===== config.mk =====
export PLATFORM = sky130hd
export DESIGN_NAME = thick_line_rasterizer
export DESIGN_NICKNAME = d
export VERILOG_FILES = /design/src/rtl/core/thk_pkg.sv /design/src/rtl/core/thk_walk.sv /design/src/rtl/core/thk_clip.sv /design/src/rtl/core/thk_outq.sv /design/src/rtl/core/thick_line_rasterizer.sv
export SDC_FILE = /design/constraint.sdc
export NUM_CORES = 1
export LEC_CHECK = 0
export ABC_AREA = 1
export BUFFER_PORTS_ARGS = -buffer_cell sky130_fd_sc_hd__buf_2
export CAP_MARGIN = 20
export CORE_MARGIN = 2
export CORE_UTILIZATION = 30
export DETAILED_ROUTE_END_ITERATION = 6
export GPL_ROUTABILITY_DRIVEN = 0
export PLACE_DENSITY = 0.45
export SYNTH_ARGS = -nofsm -noshare
export SYNTH_HDL_FRONTEND = slang
export SYNTH_SLANG_ARGS = --single-unit

===== constraint.sdc =====
create_clock -name clk -period 15.4 [get_ports clk]
set_input_delay 2.31 -clock clk [delete_from_list [all_inputs] [get_ports clk]]
set_output_delay 2.31 -clock clk [all_outputs]
set_load 0.01 [all_outputs]

===== src/rtl/core/thk_pkg.sv =====
// thk_pkg: shared constants, register indexes and the result beat type
// for the thick line rasteriser. No dependencies.
`timescale 1ns / 1ps
`default_nettype none

package thk_pkg;

    localparam int CFG_W     = 13;   // frame_width / frame_height
    localparam int CFG_IDX_W = 2;
    localparam int ADDR_W    = 24;
    localparam int COLOR_W   = 32;
    localparam int THICK_W   = 6;

    localparam logic [CFG_IDX_W-1:0] REG_FRAME_WIDTH  = 2'd0;
    localparam logic [CFG_IDX_W-1:0] REG_FRAME_HEIGHT = 2'd1;

    localparam logic [CFG_W-1:0] FRAME_WIDTH_RST  = 13'd1024;
    localparam logic [CFG_W-1:0] FRAME_HEIGHT_RST = 13'd768;

    localparam logic OP_START   = 1'b0;
    localparam logic OP_ADVANCE = 1'b1;

    typedef struct packed {
        logic [ADDR_W-1:0]  addr;
        logic [COLOR_W-1:0] color;
        logic               we;
        logic               last;
    } thk_res_t;

endpackage

`default_nettype wire


===== src/rtl/core/thk_walk.sv =====
// thk_walk: line state, Bresenham stepping and square brush scan.
// Depends on thk_pkg.
`timescale 1ns / 1ps
`default_nettype none

module thk_walk
    import thk_pkg::*;
#(
    parameter int COORD_BITS    = 13,
    parameter int MAX_THICKNESS = 63,
    localparam int HALF_MAX     = MAX_THICKNESS / 2,
    localparam int HB           = (HALF_MAX > 0) ? $clog2(HALF_MAX + 1) : 1,
    localparam int SW           = ((COORD_BITS > HB + 1) ? COORD_BITS : HB + 1) + 1
)
(
    input  wire                          clk,
    input  wire                          rst_n,
    input  wire                          step,
    input  wire                          op,
    input  wire signed [COORD_BITS-1:0]  start_x,
    input  wire signed [COORD_BITS-1:0]  start_y,
    input  wire signed [COORD_BITS-1:0]  end_x,
    input  wire signed [COORD_BITS-1:0]  end_y,
    input  wire        [COLOR_W-1:0]     color,
    input  wire        [THICK_W-1:0]     thickness,
    output logic                         pix_valid,
    output logic signed [SW-1:0]         pix_x,
    output logic signed [SW-1:0]         pix_y,
    output logic        [COLOR_W-1:0]    pix_color,
    output logic                         pix_last
);

    localparam int C   = COORD_BITS;
    localparam int EW  = C + 3;
    localparam int TCW = 9;

    logic                 active_reg, active_next;
    logic signed [C-1:0]  px_reg, px_next, py_reg, py_next;
    logic signed [C-1:0]  tx_reg, tx_next, ty_reg, ty_next;
    logic        [C-1:0]  dx_reg, dx_next, dy_reg, dy_next;
    logic        [1:0]    signs_reg, signs_next;   // bit 0 x down, bit 1 y down
    logic signed [EW-1:0] err_reg, err_next;
    logic signed [HB:0]   bdx_reg, bdx_next, bdy_reg, bdy_next;
    logic        [HB-1:0] half_reg, half_next;
    logic [COLOR_W-1:0]   color_reg, color_next;

    logic signed [C:0]    diff_x, diff_y;
    logic signed [C:0]    abs_x, abs_y;
    logic [TCW-1:0]       th_ext, th_clamp;
    logic [HB-1:0]        half_new;
    logic signed [HB:0]   half_s;
    logic                 dx_end, dy_end, at_target;
    logic signed [EW:0]   e2, dx_s, dy_s;
    logic                 take_x, take_y;
    logic signed [EW-1:0] err_upd;

    always_comb
    begin
        // start set-up
        diff_x   = (C+1)'(end_x) - (C+1)'(start_x);
        diff_y   = (C+1)'(end_y) - (C+1)'(start_y);
        abs_x    = diff_x[C] ? -diff_x : diff_x;
        abs_y    = diff_y[C] ? -diff_y : diff_y;
        th_ext   = TCW'(thickness);
        th_clamp = (th_ext > TCW'(MAX_THICKNESS)) ? TCW'(MAX_THICKNESS) : th_ext;
        half_new = HB'(th_clamp >> 1);

        // brush and point step
        half_s    = $signed({1'b0, half_reg});
        dx_end    = (bdx_reg == half_s);
        dy_end    = (bdy_reg == half_s);
        at_target = (px_reg == tx_reg) && (py_reg == ty_reg);
        e2        = {err_reg, 1'b0};
        dx_s      = $signed((EW+1)'(dx_reg));
        dy_s      = $signed((EW+1)'(dy_reg));
        take_x    = (e2 > -dy_s);
        take_y    = (e2 < dx_s);
        err_upd   = err_reg - (take_x ? EW'(dy_s) : '0) + (take_y ? EW'(dx_s) : '0);

        pix_valid = step && (op == OP_ADVANCE) && active_reg;
        pix_x     = SW'(px_reg) + SW'(bdx_reg);
        pix_y     = SW'(py_reg) + SW'(bdy_reg);
        pix_color = color_reg;
        pix_last  = dx_end && dy_end && at_target;
    end

    always_comb
    begin
        active_next = active_reg;
        px_next     = px_reg;
        py_next     = py_reg;
        tx_next     = tx_reg;
        ty_next     = ty_reg;
        dx_next     = dx_reg;
        dy_next     = dy_reg;
        signs_next  = signs_reg;
        err_next    = err_reg;
        bdx_next    = bdx_reg;
        bdy_next    = bdy_reg;
        half_next   = half_reg;
        color_next  = color_reg;

        if (step && (op == OP_START))
        begin
            px_next     = start_x;
            py_next     = start_y;
            tx_next     = end_x;
            ty_next     = end_y;
            dx_next     = abs_x[C-1:0];
            dy_next     = abs_y[C-1:0];
            signs_next  = {(start_y >= end_y), (start_x >= end_x)};
            err_next    = EW'(abs_x) - EW'(abs_y);
            half_next   = half_new;
            bdx_next    = -$signed({1'b0, half_new});
            bdy_next    = -$signed({1'b0, half_new});
            color_next  = color;
            active_next = 1'b1;
        end
        else if (pix_valid)
        begin
            if (!dx_end)
            begin
                bdx_next = bdx_reg + (HB+1)'(1);
            end
            else
            begin
                bdx_next = -half_s;
                if (!dy_end)
                begin
                    bdy_next = bdy_reg + (HB+1)'(1);
                end
                else
                begin
                    bdy_next = -half_s;
                    if (at_target)
                    begin
                        active_next = 1'b0;
                    end
                    else
                    begin
                        err_next = err_upd;
                        if (take_x)
                        begin
                            px_next = signs_reg[0] ? px_reg - C'(1) : px_reg + C'(1);
                        end
                        if (take_y)
                        begin
                            py_next = signs_reg[1] ? py_reg - C'(1) : py_reg + C'(1);
                        end
                    end
                end
            end
        end
    end

    always_ff @(posedge clk or negedge rst_n)
    begin
        if (!rst_n)
        begin
            active_reg <= 1'b0;
            px_reg     <= '0;
            py_reg     <= '0;
            tx_reg     <= '0;
            ty_reg     <= '0;
            dx_reg     <= '0;
            dy_reg     <= '0;
            signs_reg  <= '0;
            err_reg    <= '0;
            bdx_reg    <= '0;
            bdy_reg    <= '0;
            half_reg   <= '0;
            color_reg  <= '0;
        end
        else
        begin
            active_reg <= active_next;
            px_reg     <= px_next;
            py_reg     <= py_next;
            tx_reg     <= tx_next;
            ty_reg     <= ty_next;
            dx_reg     <= dx_next;
            dy_reg     <= dy_next;
            signs_reg  <= signs_next;
            err_reg    <= err_next;
            bdx_reg    <= bdx_next;
            bdy_reg    <= bdy_next;
            half_reg   <= half_next;
            color_reg  <= color_next;
        end
    end

endmodule

`default_nettype wire


===== src/rtl/core/thk_clip.sv =====
// thk_clip: frame clipping and linear pixel address.
// Depends on thk_pkg.
`timescale 1ns / 1ps
`default_nettype none

module thk_clip
    import thk_pkg::*;
#(
    parameter int SW = 15
)
(
    input  wire signed [SW-1:0]  pix_x,
    input  wire signed [SW-1:0]  pix_y,
    input  wire [CFG_W-1:0]      frame_width,
    input  wire [CFG_W-1:0]      frame_height,
    input  wire [COLOR_W-1:0]    color,
    input  wire                  last,
    output thk_res_t             res
);

    localparam int CMPW = (SW > CFG_W + 1) ? SW : CFG_W + 1;
    localparam int PW   = 2 * CFG_W;

    logic [CMPW-1:0] xu, yu;
    logic            in_frame;
    logic [PW-1:0]   prod, sum;

    always_comb
    begin
        xu       = CMPW'($unsigned(pix_x));
        yu       = CMPW'($unsigned(pix_y));
        in_frame = !pix_x[SW-1] && !pix_y[SW-1]
                   && (xu < CMPW'(frame_width)) && (yu < CMPW'(frame_height));
        // inside the frame both coordinates fit the config width
        prod     = PW'(yu[CFG_W-1:0]) * PW'(frame_width);
        sum      = prod + PW'(xu[CFG_W-1:0]);

        res.addr  = in_frame ? sum[ADDR_W-1:0] : '0;
        res.color = color;
        res.we    = in_frame;
        res.last  = last;
    end

endmodule

`default_nettype wire


===== src/rtl/core/thk_outq.sv =====
// thk_outq: two-beat result queue decoupling the pixel stage from the
// output stream. Depends on thk_pkg.
`timescale 1ns / 1ps
`default_nettype none

module thk_outq
    import thk_pkg::*;
(
    input  wire       clk,
    input  wire       rst_n,
    input  wire       push,
    input  thk_res_t  push_data,
    output logic      space,
    output logic      out_valid,
    input  wire       out_ready,
    output thk_res_t  out_data
);

    thk_res_t   entry_reg [2];
    logic       wr_ptr_reg, wr_ptr_next;
    logic       rd_ptr_reg, rd_ptr_next;
    logic [1:0] cnt_reg, cnt_next;
    logic       pop;

    always_comb
    begin
        space       = (cnt_reg != 2'd2);
        out_valid   = (cnt_reg != 2'd0);
        out_data    = entry_reg[rd_ptr_reg];
        pop         = out_valid && out_ready;
        wr_ptr_next = push ? ~wr_ptr_reg : wr_ptr_reg;
        rd_ptr_next = pop ? ~rd_ptr_reg : rd_ptr_reg;
        cnt_next    = cnt_reg + 2'(push) - 2'(pop);
    end

    always_ff @(posedge clk)
    begin
        if (push)
        begin
            entry_reg[wr_ptr_reg] <= push_data;
        end
    end

    always_ff @(posedge clk or negedge rst_n)
    begin
        if (!rst_n)
        begin
            wr_ptr_reg <= 1'b0;
            rd_ptr_reg <= 1'b0;
            cnt_reg    <= 2'd0;
        end
        else
        begin
            wr_ptr_reg <= wr_ptr_next;
            rd_ptr_reg <= rd_ptr_next;
            cnt_reg    <= cnt_next;
        end
    end

endmodule

`default_nettype wire


===== src/rtl/core/thick_line_rasterizer.sv =====
// thick_line_rasterizer: top level. Input register, line walker, clipper
// and result queue. Depends on thk_pkg, thk_walk, thk_clip, thk_outq.
//
//  channel | dir | handshake             | payload
//  --------+-----+-----------------------+------------------------------------
//  s_axis  | in  | s_axis_tvalid/tready  | tuser: operation; tdata: endpoints,
//          |     |                       | colour, thickness
//  m_axis  | out | m_axis_tvalid/tready  | tdata: address, colour;
//          |     |                       | tuser: write_enable; tlast: last_pixel
//  cfg     | in  | cfg_valid/cfg_ready   | cfg_index, cfg_data (frame size)
//
// One input beat per clock while the result queue has a free slot. A beat is
// held in the input register, then walker and clipper produce its pixel into
// the two-beat result queue, from which it appears on m_axis.
// Start beats and advances while idle yield no output beat.
// Reset (rst_n, async, active low) idles the walker, empties the queue and
// restores frame size 1024 x 768. cfg_ready is always high.
// The input register only moves on while the queue has a free slot, so an
// output stall drops s_axis_tready once both queue slots and the input
// register hold a beat.
`timescale 1ns / 1ps
`default_nettype none

module thick_line_rasterizer
    import thk_pkg::*;
#(
    parameter int COORD_BITS    = 13,
    parameter int MAX_THICKNESS = 63,
    localparam int IN_BITS      = 4 * COORD_BITS + COLOR_W + THICK_W,
    localparam int IN_W         = ((IN_BITS + 7) / 8) * 8,
    localparam int OUT_W        = ((ADDR_W + COLOR_W + 7) / 8) * 8
)
(
    input  wire                  clk,
    input  wire                  rst_n,

    input  wire                  s_axis_tvalid,
    output logic                 s_axis_tready,
    // start_x, start_y, end_x, end_y, color, thickness (lowest first)
    input  wire [IN_W-1:0]       s_axis_tdata,
    // operation
    input  wire [0:0]            s_axis_tuser,

    output logic                 m_axis_tvalid,
    input  wire                  m_axis_tready,
    // pixel_address, pixel_color (lowest first)
    output logic [OUT_W-1:0]     m_axis_tdata,
    // write_enable
    output logic [0:0]           m_axis_tuser,
    output logic                 m_axis_tlast,

    input  wire                  cfg_valid,
    output logic                 cfg_ready,
    input  wire [CFG_IDX_W-1:0]  cfg_index,
    input  wire [CFG_W-1:0]      cfg_data
);

    localparam int C        = COORD_BITS;
    localparam int HALF_MAX = MAX_THICKNESS / 2;
    localparam int HB       = (HALF_MAX > 0) ? $clog2(HALF_MAX + 1) : 1;
    localparam int SW       = ((C > HB + 1) ? C : HB + 1) + 1;
    localparam int OFF_SY   = C;
    localparam int OFF_EX   = 2 * C;
    localparam int OFF_EY   = 3 * C;
    localparam int OFF_COL  = 4 * C;
    localparam int OFF_TH   = 4 * C + COLOR_W;

    // frame size registers
    logic [CFG_W-1:0] fw_reg, fw_next, fh_reg, fh_next;

    // input register
    logic               in_valid_reg, in_valid_next;
    logic               in_op_reg;
    logic [IN_BITS-1:0] in_data_reg;
    logic               in_take, step, q_space;

    logic                  pix_valid, pix_last;
    logic signed [SW-1:0]  pix_x, pix_y;
    logic [COLOR_W-1:0]    pix_color;
    thk_res_t              res, q_data;

    assign cfg_ready = 1'b1;

    always_comb
    begin
        fw_next = fw_reg;
        fh_next = fh_reg;
        if (cfg_valid)
        begin
            case (cfg_index)
                REG_FRAME_WIDTH:  fw_next = cfg_data;
                REG_FRAME_HEIGHT: fh_next = cfg_data;
                default:          ;   // unknown index: ignored
            endcase
        end
    end

    // input stage advances whenever the queue can take a pixel
    always_comb
    begin
        step          = in_valid_reg && q_space;
        s_axis_tready = !in_valid_reg || q_space;
        in_take       = s_axis_tvalid && s_axis_tready;
        in_valid_next = in_take ? 1'b1 : (step ? 1'b0 : in_valid_reg);
    end

    always_ff @(posedge clk)
    begin
        if (in_take)
        begin
            in_op_reg   <= s_axis_tuser[0];
            in_data_reg <= s_axis_tdata[IN_BITS-1:0];
        end
    end

    always_ff @(posedge clk or negedge rst_n)
    begin
        if (!rst_n)
        begin
            in_valid_reg <= 1'b0;
            fw_reg       <= FRAME_WIDTH_RST;
            fh_reg       <= FRAME_HEIGHT_RST;
        end
        else
        begin
            in_valid_reg <= in_valid_next;
            fw_reg       <= fw_next;
            fh_reg       <= fh_next;
        end
    end

    thk_walk #(
        .COORD_BITS    (COORD_BITS),
        .MAX_THICKNESS (MAX_THICKNESS)
    ) u_walk (
        .clk       (clk),
        .rst_n     (rst_n),
        .step      (step),
        .op        (in_op_reg),
        .start_x   ($signed(in_data_reg[C-1:0])),
        .start_y   ($signed(in_data_reg[OFF_SY +: C])),
        .end_x     ($signed(in_data_reg[OFF_EX +: C])),
        .end_y     ($signed(in_data_reg[OFF_EY +: C])),
        .color     (in_data_reg[OFF_COL +: COLOR_W]),
        .thickness (in_data_reg[OFF_TH +: THICK_W]),
        .pix_valid (pix_valid),
        .pix_x     (pix_x),
        .pix_y     (pix_y),
        .pix_color (pix_color),
        .pix_last  (pix_last)
    );

    thk_clip #(
        .SW (SW)
    ) u_clip (
        .pix_x        (pix_x),
        .pix_y        (pix_y),
        .frame_width  (fw_reg),
        .frame_height (fh_reg),
        .color        (pix_color),
        .last         (pix_last),
        .res          (res)
    );

    thk_outq u_outq (
        .clk       (clk),
        .rst_n     (rst_n),
        .push      (pix_valid),
        .push_data (res),
        .space     (q_space),
        .out_valid (m_axis_tvalid),
        .out_ready (m_axis_tready),
        .out_data  (q_data)
    );

    always_comb
    begin
        m_axis_tdata    = OUT_W'({q_data.color, q_data.addr});
        m_axis_tuser[0] = q_data.we;
        m_axis_tlast    = q_data.last;
    end

endmodule

`default_nettype wire


==> impl_metrics.json <==
{
  "initial_core_util_pct": 30.4,
  "syn_area_um2": 28900,
  "ys_async_sr_fraction_pct": 46.2,
  "synth_top_area_cell": "edfxtp_1",
  "cts_buffer_depth": 3,
  "cp.required_ps": 15740,
  "route.detailed.drc": 0,
  "max_clock_freq_mhz": 129,
  "holdBufCountCts": 0,
  "wl_mm": 82.2,
  "path_common_cell": "fa_1",
  "fin_crit_ps": 7770,
  "min_period_over_period_pct": 50.4,
  "fp.coreArea_um2": 95300,
  "std_cell_rows": 113,
  "worstSetupPathType": "reg2reg",
  "largest_reg_flops": 116,
  "gr-total-overflow": 0,
  "grt_max_degree": 78,
  "worst_clock_skew_ps": 19.4,
  "setup_viol": 0,
  "synth_edf_count": 206,
  "root_buffer": "clkbuf_16",
  "wire_per_inst_um": 16.5,
  "drt_iter0_drc": 1214,
  "cpMaxStageDelayCell": "xor2_1",
  "path_max_fanout": 8,
  "hold_path_class": "reg2reg",
  "clock_latency_ps": 640,
  "grtUsageTotal_pct": 16.8,
  "clk_pin_slew_ps": 60,
  "viasPerCell": 4.53,
  "final_max_slew_viol_count": 0,
  "dp_hpwl_mm": 62.7,
  "outcome": "finished, final reports clean",
  "synth_cells": 3519,
  "io_pins": 178,
  "synthFlopType": "edfxtp_1",
  "slew_headroom_pct": 34.0,
  "synth.distinct_cells": 57,
  "cts_tree": "yes",
  "holdPathStages": 2,
  "grt_pass1_vias": 22700,
  "yosys-top-cells-count": "1,013 x nand2_1, 536 x inv_1, 261 x nor2_1",
  "n_antenna_cell": 0,
  "max_cap_viol_count": 0,
  "synth_nets": 4032,
  "dr.pass1.iters": 5,
  "synth_top_area_share_pct": 21.4,
  "numPortBuffers": 169,
  "layout-drive-gt1-share_pct": 9.48,
  "nFillCells": 10100,
  "dieArea_um2": 98900,
  "fin_nets": 4193,
  "synth_area_leaders": "edfxtp_1 21%, dfrtp_1 15%, nand2_1 13%",
  "cts_resized": 0,
  "rsz0062_at_grt": "false",
  "cts-buffers-inserted": 50,
  "vias": 22600,
  "yosysSeqAreaShare_pct": 36.7,
  "cp_data_arrival_time_ps": 8110,
  "syn_to_final_growth_pct": 13.8,
  "antenna_found_initial": 2,
  "clock_sinks": 383,
  "die_x_um": 315,
  "synth_area_per_cell_um2": 8.22,
  "die_h_um": 315,
  "ff2ff_path_depth": 31,
  "cp-end-kind": "flip-flop",
  "ant_nets": 0,
  "hold_viol_final": 0,
  "cp-start-kind": "flip-flop",
  "tns_ps": 0,
  "postCtsSetupRepairBufs": 0,
  "grt_pass1_wl_mm": 130,
  "ys_ff_latch": 383,
  "worst_slew_pin_slew_ps": 991,
  "yosysWarnings": 0,
  "h-tree-depth": 2,
  "yosysMostFrequentCell": "nand2_1",
  "worst_path_largest_cell_delay_ps": 730
}
logic make-up after synthesis:
logic type | Yosys count | synth area share (%)
xor gates and xnor gates | 112 | 3.55
and+or+nand+nor | 1571 | 22.4
AOI/OAI and AO/OA | 416 | 7.91
adders and majority gates | 396 | 21.0
DFF | 383 | 36.7
buffers and inverters | 640 | 8.47
other | 1 | 0.0130
path summary, 6_finish.rpt:
check                                                  start                                 to  slack, ps
worst max-delay path            u_walk.py_reg[0]$_DFFE_PN0P_  u_outq.entry_reg[0][56]$_DFFE_PP_       7630
worst min-delay path               in_data_reg[69]$_DFFE_PP_   u_walk.pix_color[17]$_DFFE_PN0P_        440
worst max register to register  u_walk.py_reg[0]$_DFFE_PN0P_  u_outq.entry_reg[0][56]$_DFFE_PP_       7630
worst min register to register     in_data_reg[69]$_DFFE_PP_   u_walk.pix_color[17]$_DFFE_PN0P_        440
max in group asynchronous                              rst_n      u_outq.rd_ptr_reg$_DFFE_PN0P_      12220
min in group asynchronous                              rst_n      u_walk.ty_reg[10]$_DFFE_PN0P_       1680
cell usage in the layout, fill, tap and decap left out, drive strengths merged, types with 2 or more instances in the layout:
master and instances:
o21ai 188, a21boi 5, o211ai 11, o21bai 8
o31ai 7, nor2 267, buf 187, clkinvlp 3
a21oi 146, clkbuf 67, edfxtp 206, xnor2 30
dfstp 3, nand2 1032, or2 14, nor4 7
and2 4, dfrtp 174, and3 2, o21a 8
a21o 14, fa 149, inv 559, a31oi 16
bufinv 5, nand4 31, ha 247, xor2 82
a211oi 4, o22ai 4, nor3 45, clkinv 22
nand3b 12, nand3 156
critical path, delay by kind of cell (launching register included):
| family | cells | cell delay (ps) |
|---|---|---|
| flip-flops | 1 | 460 |
| XOR/XNOR | 2 | 900 |
| adder cells (fa/ha/maj) | 9 | 3810 |
| AO/OA/AOI/OAI | 4 | 460 |
| AND/OR/NAND/NOR | 10 | 1000 |
| buffers and inverters | 6 | 810 |
final cells by class:
| type | count | area (µm²) | area share, % |
|---|---|---|---|
| timing repair buffer | 188 | 997 | 3.03 |
| multi-input combinational | 2496 | 15900 | 48.3 |
| clock buffer | 66 | 1360 | 4.13 |
| inverter | 561 | 2110 | 6.41 |
| tap | 1265 | 1580 | 4.81 |
| sequential | 383 | 10600 | 32.3 |
| clock inverter | 28 | 365 | 1.11 |
metrics by stage:
| step | hold slack (ps) | utilization [%] | area [µm²] | setup slack, ps | std cells |
|---|---|---|---|---|---|
| finish | 442 | 34.6 | 32900 | 7630 | 4987 |
| global placement | 429 | 32.7 | 31200 | 7620 | 4893 |
| CTS | 445 | 34.6 | 32900 | 7600 | 4987 |
| global route | 462 | 34.6 | 32900 | 6930 | 4987 |
| detailed placement | 432 | 32.7 | 31200 | 7610 | 4893 |
| floorplan | 425 | - | 28900 | 8690 | 3519 |
per-layer routing:
layer,GRT usage [%],wire (µm),vias to the layer above
li1,-,-,11600
met1,23.4,40100,10600
met2,27.5,37500,356
met3,2.01,2640,95
met4,4.55,1940,0
met5,0,0,-
Power is not shown: default switching activity piles up to over one toggle a cycle in this logic, so the estimate is an artifact.
